## config.mk

```make
export PLATFORM = sky130hd
export DESIGN_NAME = tap_tempo_estimator_core
export DESIGN_NICKNAME = d
export VERILOG_FILES = /design/src/hdl/tte_pkg.sv /design/src/hdl/tte_ctrl.sv /design/src/hdl/tte_dp.sv /design/src/hdl/tap_tempo_estimator_core.sv
export SDC_FILE = /design/constraint.sdc
export NUM_CORES = 1
export LEC_CHECK = 0
export BUFFER_PORTS_ARGS = -buffer_cell sky130_fd_sc_hd__buf_2
export CAP_MARGIN = 10
export CORE_ASPECT_RATIO = 1.5
export CORE_UTILIZATION = 60
export DETAILED_ROUTE_END_ITERATION = 6
export PLACE_DENSITY = 0.77
export SETUP_SLACK_MARGIN = 0.3
export SYNTH_ARGS = -nofsm -noshare
export SYNTH_HDL_FRONTEND = slang
export SYNTH_SLANG_ARGS = --single-unit
export TNS_END_PERCENT = 50
```

## constraint.sdc

```tcl
create_clock -name clock -period 9.81 [get_ports clock]
set_input_delay 1.962 -clock clock [delete_from_list [all_inputs] [get_ports clock]]
set_output_delay 1.962 -clock clock [all_outputs]
set_load 0.005 [all_outputs]
```

## src/hdl/tte_pkg.sv

```systemverilog
package tte_pkg;

   localparam int HISTORY_DEPTH_DEF = 4;

   localparam int TAP_W      = 32;
   localparam int QP_W       = 16;
   localparam int USED_W     = 2;
   localparam int TOL_W      = 7;
   localparam int CSR_IDX_W  = 2;
   localparam int CSR_DATA_W = 16;
   localparam int PCT_SCALE  = 100;
   localparam int DIV_STEPS  = 32;
   localparam int DIV_CNT_W  = 6;

   localparam logic [QP_W-1:0]  MAX_QP_RESET = 16'd2000;
   localparam logic [TOL_W-1:0] TOL_RESET    = 7'd10;

   localparam logic [CSR_IDX_W-1:0] CSR_MAX_QUARTER_PERIOD = 2'd0;
   localparam logic [CSR_IDX_W-1:0] CSR_TOLERANCE_PERCENT  = 2'd1;

   typedef enum logic [3:0] {
      S_IDLE,
      S_FILL,
      S_GAP,
      S_SCAN,
      S_READ,
      S_CMP,
      S_SPAN,
      S_DIV,
      S_OUT
   } state_type;

   typedef struct packed {
      logic load;
      logic rd_first;
      logic gap_load;
      logic prod_load;
      logic count_inc;
      logic div_start;
      logic div_step;
      logic out_load;
   } cmd_type;

   typedef struct packed {
      logic enough_taps;
      logic gap_too_long;
      logic scan_done;
      logic close;
      logic div_done;
      logic out_free;
   } status_type;

endpackage

```

## src/hdl/tte_ctrl.sv

```systemverilog
module tte_ctrl (
   input  logic                clock,
   input  logic                reset,
   input  logic                req_valid,
   output logic                req_ready,
   input  tte_pkg::status_type status,
   output tte_pkg::cmd_type    cmd
);

   tte_pkg::state_type state_ff;
   tte_pkg::state_type state_in;

   always_ff @(posedge clock) begin
      if (reset) begin
         state_ff <= tte_pkg::S_IDLE;
      end else begin
         state_ff <= state_in;
      end
   end

   always_comb begin
      state_in = state_ff;
      case (state_ff)
         tte_pkg::S_IDLE: begin
            if (req_valid) state_in = tte_pkg::S_FILL;
         end
         tte_pkg::S_FILL: begin
            state_in = status.enough_taps ? tte_pkg::S_GAP : tte_pkg::S_IDLE;
         end
         tte_pkg::S_GAP: begin
            state_in = status.gap_too_long ? tte_pkg::S_IDLE : tte_pkg::S_SCAN;
         end
         tte_pkg::S_SCAN: begin
            state_in = status.scan_done ? tte_pkg::S_SPAN : tte_pkg::S_READ;
         end
         tte_pkg::S_READ: begin
            state_in = tte_pkg::S_CMP;
         end
         tte_pkg::S_CMP: begin
            state_in = status.close ? tte_pkg::S_SCAN : tte_pkg::S_SPAN;
         end
         tte_pkg::S_SPAN: begin
            state_in = tte_pkg::S_DIV;
         end
         tte_pkg::S_DIV: begin
            if (status.div_done) state_in = tte_pkg::S_OUT;
         end
         tte_pkg::S_OUT: begin
            if (status.out_free) state_in = tte_pkg::S_IDLE;
         end
         default: begin
            state_in = tte_pkg::S_IDLE;
         end
      endcase
   end

   always_comb begin
      cmd       = '0;
      req_ready = 1'b0;
      case (state_ff)
         tte_pkg::S_IDLE: begin
            req_ready = 1'b1;
            cmd.load  = req_valid;
         end
         tte_pkg::S_FILL: begin
            cmd.rd_first = 1'b1;
         end
         tte_pkg::S_GAP: begin
            cmd.gap_load = 1'b1;
         end
         tte_pkg::S_SCAN: begin
            cmd.rd_first = 1'b0;
         end
         tte_pkg::S_READ: begin
            cmd.prod_load = 1'b1;
         end
         tte_pkg::S_CMP: begin
            cmd.count_inc = status.close;
         end
         tte_pkg::S_SPAN: begin
            cmd.div_start = 1'b1;
         end
         tte_pkg::S_DIV: begin
            cmd.div_step = !status.div_done;
         end
         tte_pkg::S_OUT: begin
            cmd.out_load = status.out_free;
         end
         default: begin
            cmd = '0;
         end
      endcase
   end

endmodule

```

## src/hdl/tte_dp.sv

```systemverilog
module tte_dp #(
   parameter int HISTORY_DEPTH = tte_pkg::HISTORY_DEPTH_DEF
) (
   input  logic                              clock,
   input  logic                              reset,
   input  logic [tte_pkg::TAP_W-1:0]         req_tap_time,
   input  logic                              csr_wr_en,
   input  logic [tte_pkg::CSR_IDX_W-1:0]     csr_index,
   input  logic [tte_pkg::CSR_DATA_W-1:0]    csr_wdata,
   input  logic                              rsp_ready,
   output logic                              rsp_valid,
   output logic [tte_pkg::TAP_W-1:0]         rsp_beat_time,
   output logic [tte_pkg::QP_W-1:0]          rsp_quarter_period,
   output logic [tte_pkg::USED_W-1:0]        rsp_intervals_used,
   input  tte_pkg::cmd_type                  cmd,
   output tte_pkg::status_type               status
);

   localparam int SLOT_W = $clog2(HISTORY_DEPTH);
   localparam int BACK_W = SLOT_W + 1;
   localparam int CNT_W  = SLOT_W;
   localparam int VT_W   = $clog2(HISTORY_DEPTH + 1);
   localparam int TAP_W  = tte_pkg::TAP_W;
   localparam int QP_W   = tte_pkg::QP_W;
   localparam int TOL_W  = tte_pkg::TOL_W;
   localparam int LHS_W  = TAP_W + 7;
   localparam int RHS_W  = QP_W + TOL_W + 1;

   // tap ring
   logic [TAP_W-1:0]  tap_mem [HISTORY_DEPTH];
   logic [TAP_W-1:0]  rd_data_ff;
   logic [SLOT_W-1:0] rd_addr;
   logic [BACK_W-1:0] rd_back;
   logic [BACK_W-1:0] slot_ext;

   // control registers
   logic [SLOT_W-1:0] slot_ff, slot_in;
   logic [VT_W-1:0]   valid_taps_ff, valid_taps_in;
   logic [CNT_W-1:0]  count_ff, count_in;
   logic [QP_W-1:0]   max_qp_ff, max_qp_in;
   logic [TOL_W-1:0]  tol_ff, tol_in;

   // working registers
   logic [TAP_W-1:0]  now_ff, now_in;
   logic [TAP_W-1:0]  prev_tap_ff, prev_tap_in;
   logic [TAP_W-1:0]  cand_ff, cand_in;
   logic [QP_W-1:0]   gap_ff, gap_in;
   logic [LHS_W-1:0]  lhs_ff, lhs_in;
   logic [RHS_W-1:0]  rhs_ff, rhs_in;

   // divider
   logic [TAP_W-1:0]             quo_ff, quo_in;
   logic [CNT_W-1:0]             rem_ff, rem_in;
   logic [tte_pkg::DIV_CNT_W-1:0] div_cnt_ff, div_cnt_in;
   logic [CNT_W:0]               trial;
   logic                         trial_ge;

   // result register
   logic                rsp_valid_ff, rsp_valid_in;
   logic [TAP_W-1:0]    rsp_beat_ff, rsp_beat_in;
   logic [QP_W-1:0]     rsp_qp_ff, rsp_qp_in;
   logic [tte_pkg::USED_W-1:0] rsp_used_ff, rsp_used_in;

   logic [TAP_W-1:0] newest_gap;
   logic [TAP_W-1:0] cand_gap;
   logic [TAP_W-1:0] diff;
   logic [TAP_W-1:0] span;
   logic [SLOT_W-1:0] slot_next;

   assign slot_next = (slot_ff == SLOT_W'(HISTORY_DEPTH - 1)) ? '0 : slot_ff + 1'b1;

   // ring index of the tap rd_back steps older than the newest one
   assign rd_back  = cmd.rd_first ? BACK_W'(1) : {1'b0, count_ff} + BACK_W'(1);
   assign slot_ext = {1'b0, slot_ff};
   always_comb begin
      if (slot_ext >= rd_back) begin
         rd_addr = SLOT_W'(slot_ext - rd_back);
      end else begin
         rd_addr = SLOT_W'(slot_ext + BACK_W'(HISTORY_DEPTH) - rd_back);
      end
   end

   always_ff @(posedge clock) begin
      if (cmd.load) begin
         tap_mem[slot_next] <= req_tap_time;
      end
      rd_data_ff <= tap_mem[rd_addr];
   end

   assign newest_gap = now_ff - rd_data_ff;
   assign cand_gap   = prev_tap_ff - rd_data_ff;
   assign diff       = (cand_gap >= TAP_W'(gap_ff)) ? cand_gap - TAP_W'(gap_ff)
                                                     : TAP_W'(gap_ff) - cand_gap;
   assign span       = now_ff - prev_tap_ff;

   assign trial    = {rem_ff, quo_ff[TAP_W-1]};
   assign trial_ge = trial >= {1'b0, count_ff};

   always_comb begin
      slot_in       = slot_ff;
      valid_taps_in = valid_taps_ff;
      count_in      = count_ff;
      now_in        = now_ff;
      prev_tap_in   = prev_tap_ff;
      cand_in       = cand_ff;
      gap_in        = gap_ff;
      lhs_in        = lhs_ff;
      rhs_in        = rhs_ff;
      quo_in        = quo_ff;
      rem_in        = rem_ff;
      div_cnt_in    = div_cnt_ff;
      max_qp_in     = max_qp_ff;
      tol_in        = tol_ff;

      if (csr_wr_en) begin
         case (csr_index)
            tte_pkg::CSR_MAX_QUARTER_PERIOD: max_qp_in = csr_wdata[QP_W-1:0];
            tte_pkg::CSR_TOLERANCE_PERCENT:  tol_in    = csr_wdata[TOL_W-1:0];
            default: ;
         endcase
      end

      if (cmd.load) begin
         slot_in  = slot_next;
         now_in   = req_tap_time;
         count_in = CNT_W'(1);
         if (valid_taps_ff < VT_W'(HISTORY_DEPTH)) begin
            valid_taps_in = valid_taps_ff + 1'b1;
         end
      end

      if (cmd.gap_load) begin
         gap_in      = newest_gap[QP_W-1:0];
         prev_tap_in = rd_data_ff;
      end

      if (cmd.prod_load) begin
         cand_in = rd_data_ff;
         lhs_in  = LHS_W'(diff) * LHS_W'(tte_pkg::PCT_SCALE);
         rhs_in  = (RHS_W'(tol_ff) + RHS_W'(1)) * RHS_W'(gap_ff);
      end

      if (cmd.count_inc) begin
         count_in    = count_ff + 1'b1;
         prev_tap_in = cand_ff;
      end

      if (cmd.div_start) begin
         quo_in     = span;
         rem_in     = '0;
         div_cnt_in = tte_pkg::DIV_CNT_W'(tte_pkg::DIV_STEPS);
      end else if (cmd.div_step) begin
         quo_in     = {quo_ff[TAP_W-2:0], trial_ge};
         rem_in     = trial_ge ? CNT_W'(trial - {1'b0, count_ff}) : CNT_W'(trial);
         div_cnt_in = div_cnt_ff - 1'b1;
      end
   end

   always_comb begin
      rsp_valid_in = rsp_valid_ff;
      rsp_beat_in  = rsp_beat_ff;
      rsp_qp_in    = rsp_qp_ff;
      rsp_used_in  = rsp_used_ff;
      if (cmd.out_load) begin
         rsp_valid_in = 1'b1;
         rsp_beat_in  = now_ff;
         rsp_qp_in    = (|quo_ff[TAP_W-1:QP_W]) ? '1 : quo_ff[QP_W-1:0];
         rsp_used_in  = tte_pkg::USED_W'(count_ff);
      end else if (rsp_ready) begin
         rsp_valid_in = 1'b0;
      end
   end

   always_ff @(posedge clock) begin
      if (reset) begin
         slot_ff       <= '0;
         valid_taps_ff <= '0;
         count_ff      <= CNT_W'(1);
         div_cnt_ff    <= '0;
         max_qp_ff     <= tte_pkg::MAX_QP_RESET;
         tol_ff        <= tte_pkg::TOL_RESET;
         rsp_valid_ff  <= 1'b0;
      end else begin
         slot_ff       <= slot_in;
         valid_taps_ff <= valid_taps_in;
         count_ff      <= count_in;
         div_cnt_ff    <= div_cnt_in;
         max_qp_ff     <= max_qp_in;
         tol_ff        <= tol_in;
         rsp_valid_ff  <= rsp_valid_in;
      end
   end

   always_ff @(posedge clock) begin
      now_ff      <= now_in;
      prev_tap_ff <= prev_tap_in;
      cand_ff     <= cand_in;
      gap_ff      <= gap_in;
      lhs_ff      <= lhs_in;
      rhs_ff      <= rhs_in;
      quo_ff      <= quo_in;
      rem_ff      <= rem_in;
      rsp_beat_ff <= rsp_beat_in;
      rsp_qp_ff   <= rsp_qp_in;
      rsp_used_ff <= rsp_used_in;
   end

   assign status.enough_taps  = valid_taps_ff >= VT_W'(2);
   assign status.gap_too_long = newest_gap > TAP_W'(max_qp_ff);
   assign status.scan_done    = (32'(count_ff) >= 32'(HISTORY_DEPTH - 1))
                             || (32'(count_ff) + 32'd1 >= 32'(valid_taps_ff))
                             || (gap_ff == '0);
   // floor(diff*100/n) <= tol  is  diff*100 < (tol+1)*n
   assign status.close        = lhs_ff < LHS_W'(rhs_ff);
   assign status.div_done     = div_cnt_ff == '0;
   assign status.out_free     = !rsp_valid_ff || rsp_ready;

   assign rsp_valid          = rsp_valid_ff;
   assign rsp_beat_time      = rsp_beat_ff;
   assign rsp_quarter_period = rsp_qp_ff;
   assign rsp_intervals_used = rsp_used_ff;

`ifndef SYNTHESIS
   a_valid_taps_bound: assert property (@(posedge clock) disable iff (reset)
      valid_taps_ff <= VT_W'(HISTORY_DEPTH))
      else $error("valid tap count beyond ring depth");

   a_count_bound: assert property (@(posedge clock) disable iff (reset)
      (count_ff != '0) && (32'(count_ff) <= 32'(HISTORY_DEPTH - 1)))
      else $error("interval count out of range");

   a_no_overwrite: assert property (@(posedge clock) disable iff (reset)
      cmd.out_load |-> (!rsp_valid_ff || rsp_ready))
      else $error("result register overwritten while still held");

   a_load_counts: assert property (@(posedge clock) disable iff (reset)
      cmd.load |=> (valid_taps_ff != '0))
      else $error("tap count not advanced after load");
`endif

endmodule

```

## src/hdl/tap_tempo_estimator_core.sv

```systemverilog
// Channel   Ports                                   Direction  Moves
// -------   -------------------------------------   ---------  -----------------------------
// req       req_valid/req_ready, req_tap_time       in         one tap timestamp per item
// rsp       rsp_valid/rsp_ready, rsp_beat_time,     out        zero or one tempo item per tap
//           rsp_quarter_period, rsp_intervals_used
// csr       csr_wr_en, csr_index, csr_wdata         in         register write, no wait
//
// The 32-step serial divider for the average takes most of an item's time, and
// the tap ring gives one read per scan step.
// One item is in work at a time; the next is taken once the result is in the
// output register, while that result may still wait for rsp_ready.
// Synchronous active-high reset empties the tap ring count and restores the registers.
module tap_tempo_estimator_core #(
   parameter int HISTORY_DEPTH = tte_pkg::HISTORY_DEPTH_DEF
) (
   input  logic                           clock,
   input  logic                           reset,
   input  logic                           req_valid,
   output logic                           req_ready,
   input  logic [tte_pkg::TAP_W-1:0]      req_tap_time,
   output logic                           rsp_valid,
   input  logic                           rsp_ready,
   output logic [tte_pkg::TAP_W-1:0]      rsp_beat_time,
   output logic [tte_pkg::QP_W-1:0]       rsp_quarter_period,
   output logic [tte_pkg::USED_W-1:0]     rsp_intervals_used,
   input  logic                           csr_wr_en,
   input  logic [tte_pkg::CSR_IDX_W-1:0]  csr_index,
   input  logic [tte_pkg::CSR_DATA_W-1:0] csr_wdata
);

   // Controller sequences: take the tap, check fill, form the newest interval,
   // scan older intervals newest first, divide the span, hand off the item.
   tte_pkg::cmd_type    cmd;
   tte_pkg::status_type status;

   tte_ctrl u_ctrl (
      .clock     (clock),
      .reset     (reset),
      .req_valid (req_valid),
      .req_ready (req_ready),
      .status    (status),
      .cmd       (cmd)
   );

   // Datapath holds the tap ring, the registers, the tolerance products,
   // the serial divider and the output register.
   tte_dp #(
      .HISTORY_DEPTH (HISTORY_DEPTH)
   ) u_dp (
      .clock              (clock),
      .reset              (reset),
      .req_tap_time       (req_tap_time),
      .csr_wr_en          (csr_wr_en),
      .csr_index          (csr_index),
      .csr_wdata          (csr_wdata),
      .rsp_ready          (rsp_ready),
      .rsp_valid          (rsp_valid),
      .rsp_beat_time      (rsp_beat_time),
      .rsp_quarter_period (rsp_quarter_period),
      .rsp_intervals_used (rsp_intervals_used),
      .cmd                (cmd),
      .status             (status)
   );

endmodule

```

==> results.cfg <==
[layout]
fin_nets = 3581
n_antenna_cell = 0
drive_gt1_share_pct = 10.58
synthToLayoutAreaGrowth_pct = 9.534
final_common_cell = edfxtp_1
postLayoutCellArea_um2 = 34500
layout_common_cells = 383 x edfxtp_1, 381 x inv_1, 324 x ha_1

[grt]
grt_overflow_total = 0
grt_pass1_vias = 23887
grt_pass1_wl_mm = 121.9
gr-usage-all-layers_pct = 29.22
antenna_found_initial = 2
grt_max_degree = 68

[sta]
finalSetupViolCount = 0
holdWs_ps = 428.6
tns_ps = 0
rsz0062_at_grt = no
tightestPinTransition_ps = 1162
slew_viol_final = 0
fin_crit_sh_pct = 92.89
worst_slack_ps = 697.4
max_freq_mhz = 109.7
maxSlewHeadroom_pct = 22.21
fin_skew_ps = 20.23
period_needed_ps = 9113
hold_viol_final = 0

[floorplanning]
fp.dieW_um = 189.1
die_area_um2 = 53440
ioPinCount = 107
start_util_pct = 60.94
num_rows = 102
coreArea_um2 = 51690
die_h_um = 282.6

[route]
remaining_drc_errors = 0
postRouteAntennaNets = 0
drtPass1Iterations = 5
first_iter_violations = 1292
vias = 22775
via_per_inst = 6.001
wl_per_cell_um = 20.45
wl_mm = 77.59

[run]
drv_cap = 0

[setup_path]
r2r_slack_ps = 700
path_depth = 36
cpMostUsedCell = ha_1
worst_path_max_delay_cell = or4_1
cp_data_required_time_ps = 10140
crit_buf_inv = 4
cp_top_family = compound AO/OA/AOI/OAI gates
cp-start-kind = register
rr_worst_depth = 36
max_stage_delay_ps = 550
worst_setup_path_end_kind = register
crit_arrival_ps = 9440
reg2reg_from = u_dp.prev_tap_ff[0]
crit_fanout = 7
rr_endpoint = u_dp.lhs_ff[26]
worstSetupPathType = register to register

[place]
post-dp-hpwl_mm = 58.76
post_dp_cell_area_um2 = 32810
place.gp.congestion = 0.9617
port_buffers = 106
place_ws_ps = 220.1

[synthesis]
avgSynthCellArea_um2 = 10.60
async_flop_share_pct = 0
netlist_instances = 2972
synth_cell_type_count = 89
synthFlopType = edfxtp_1
syn-num-nets = 3468
synth-seq-area-share_pct = 41.28
ys_warn_count = 0
syn_area_um2 = 31500
ys_ff_latch = 458
synth-edff-count = 383

[min_path]
min_path_cells = 0
hold_path.class = register to register
min_to = u_dp.cand_ff[1]
worstHoldStart = u_dp.rd_data_ff[1]

[clock_tree]
clockBufferDepth = 3
cts_root_buffer = clkbuf_16
clk_pin_slew_ps = 70
cts_tree = yes
clock_latency_ps = 600
htree_levels = 2
hold_buffers = 0
numCtsBuffers = 43
clock_sinks = 458

[status]
outcome = complete, no violations
[kinds of logic after synthesis]
family          share of synthesized area [%]
simple gates                            12.15
compound gates                          12.75
flops                                   41.28
buf+inv                                 5.434
fa+ha+maj                               20.21
xor+xnor                                5.049
mux                                     3.130
[synthesized netlist by cell type, types with 37 or more instances]
master    instances  area, um^2
clkbuf_1         66       247.7
nor3_1           50       250.2
nand2_1         235       882.1
a21oi_1         158       790.8
nand2b_1         50       312.8
dfxtp_1          75        1501
o21ai_0         137       685.7
nor2_1          172       645.6
xor2_1           65       569.3
and2_1           50       312.8
ha_1            328        4104
edfxtp_1        383       11500
nand3_1          37       185.2
xnor2_1         111       972.2
fa_1            113        2262
inv_1           381        1430
a21o_1          100       750.7
[metal layers]
| metal | global-route usage (%) | vias to the layer above | wire length [um] |
|---|---|---|---|
| met2 | 55.77 | 721 | 40860 |
| met1 | 31.46 | 11087 | 29010 |
| met5 | 0 | - | 27 |
| li1 | - | 10728 | - |
| met4 | 15.32 | 4 | 4368 |
| met3 | 3.238 | 235 | 3329 |
[timing repair]
item | 4_1_cts | 5_1_grt
pin swaps | 1 | 6
buffers inserted | 1 | 8
endpoints found under the setup margin | 1 | 14
gates resized for setup | 2 | 22
cloned | 0 | 2
[flip-flops by register name, summed over array words and instances (netlist names), 2 cells and up]
name / count
u_dp.rd_data_ff: 32
u_dp.now_ff: 32
u_ctrl.state_ff: 4
u_dp.gap_ff: 16
u_dp.max_qp_ff: 16
u_dp.rhs_ff: 24
u_dp.tap_mem: 128
u_dp.div_cnt_ff: 6
u_dp.count_ff: 2
u_dp.cand_ff: 32
u_dp.slot_ff: 2
u_dp.valid_taps_ff: 3
u_dp.tol_ff: 7
u_dp.rsp_beat_time: 32
u_dp.quo_ff: 32
u_dp.prev_tap_ff: 32
u_dp.rsp_intervals_used: 2
u_dp.lhs_ff: 37
u_dp.rsp_quarter_period: 16
u_dp.rem_ff: 2
[worst reg2reg max path, delay by kind of cell, from the launching register on]
| family | cells | cell delay, ps |
|---|---|---|
| flops | 1 | 410 |
| simple gates | 6 | 1600 |
| mux | 1 | 220 |
| xor+xnor | 4 | 720 |
| buf+inv | 4 | 450 |
| fa+ha+maj | 7 | 2210 |
| compound gates | 14 | 3280 |
[worst max-delay path by stage]
| stage | from | to |
|---|---|---|
| 3_5_place_dp | u_dp.prev_tap_ff[0] | u_dp.lhs_ff[38] |
| 6_report | u_dp.prev_tap_ff[0] | u_dp.lhs_ff[26] |
| 4_1_cts | u_dp.prev_tap_ff[0] | u_dp.lhs_ff[26] |
| 2_1_floorplan | u_dp.prev_tap_ff[2] | u_dp.lhs_ff[26] |
| 3_3_place_gp | u_dp.prev_tap_ff[0] | u_dp.lhs_ff[38] |
| 5_1_grt | u_dp.prev_tap_ff[2] | u_dp.lhs_ff[26] |
[per-stage QoR]
step                cells  util, %
floorplan            2972        -
global placement     3705    63.48
detailed placement   3705    63.48
CTS                  3785    66.33
global route         3795    66.75
finish               3795    66.75
[cell type report]
type | instances | area (um^2)
fill | 3942 | 17190
multi-input combinational | 2063 | 16950
sequential | 458 | 13000
inverter | 381 | 1430
clock buffer | 46 | 1119
tap | 676 | 845.8
timing repair buffer | 138 | 818.3
clock inverter | 33 | 335.3
Power is left out: the tool's default activity adds up to more than one toggle a clock period on the data nets, which glitch-free logic cannot reach.
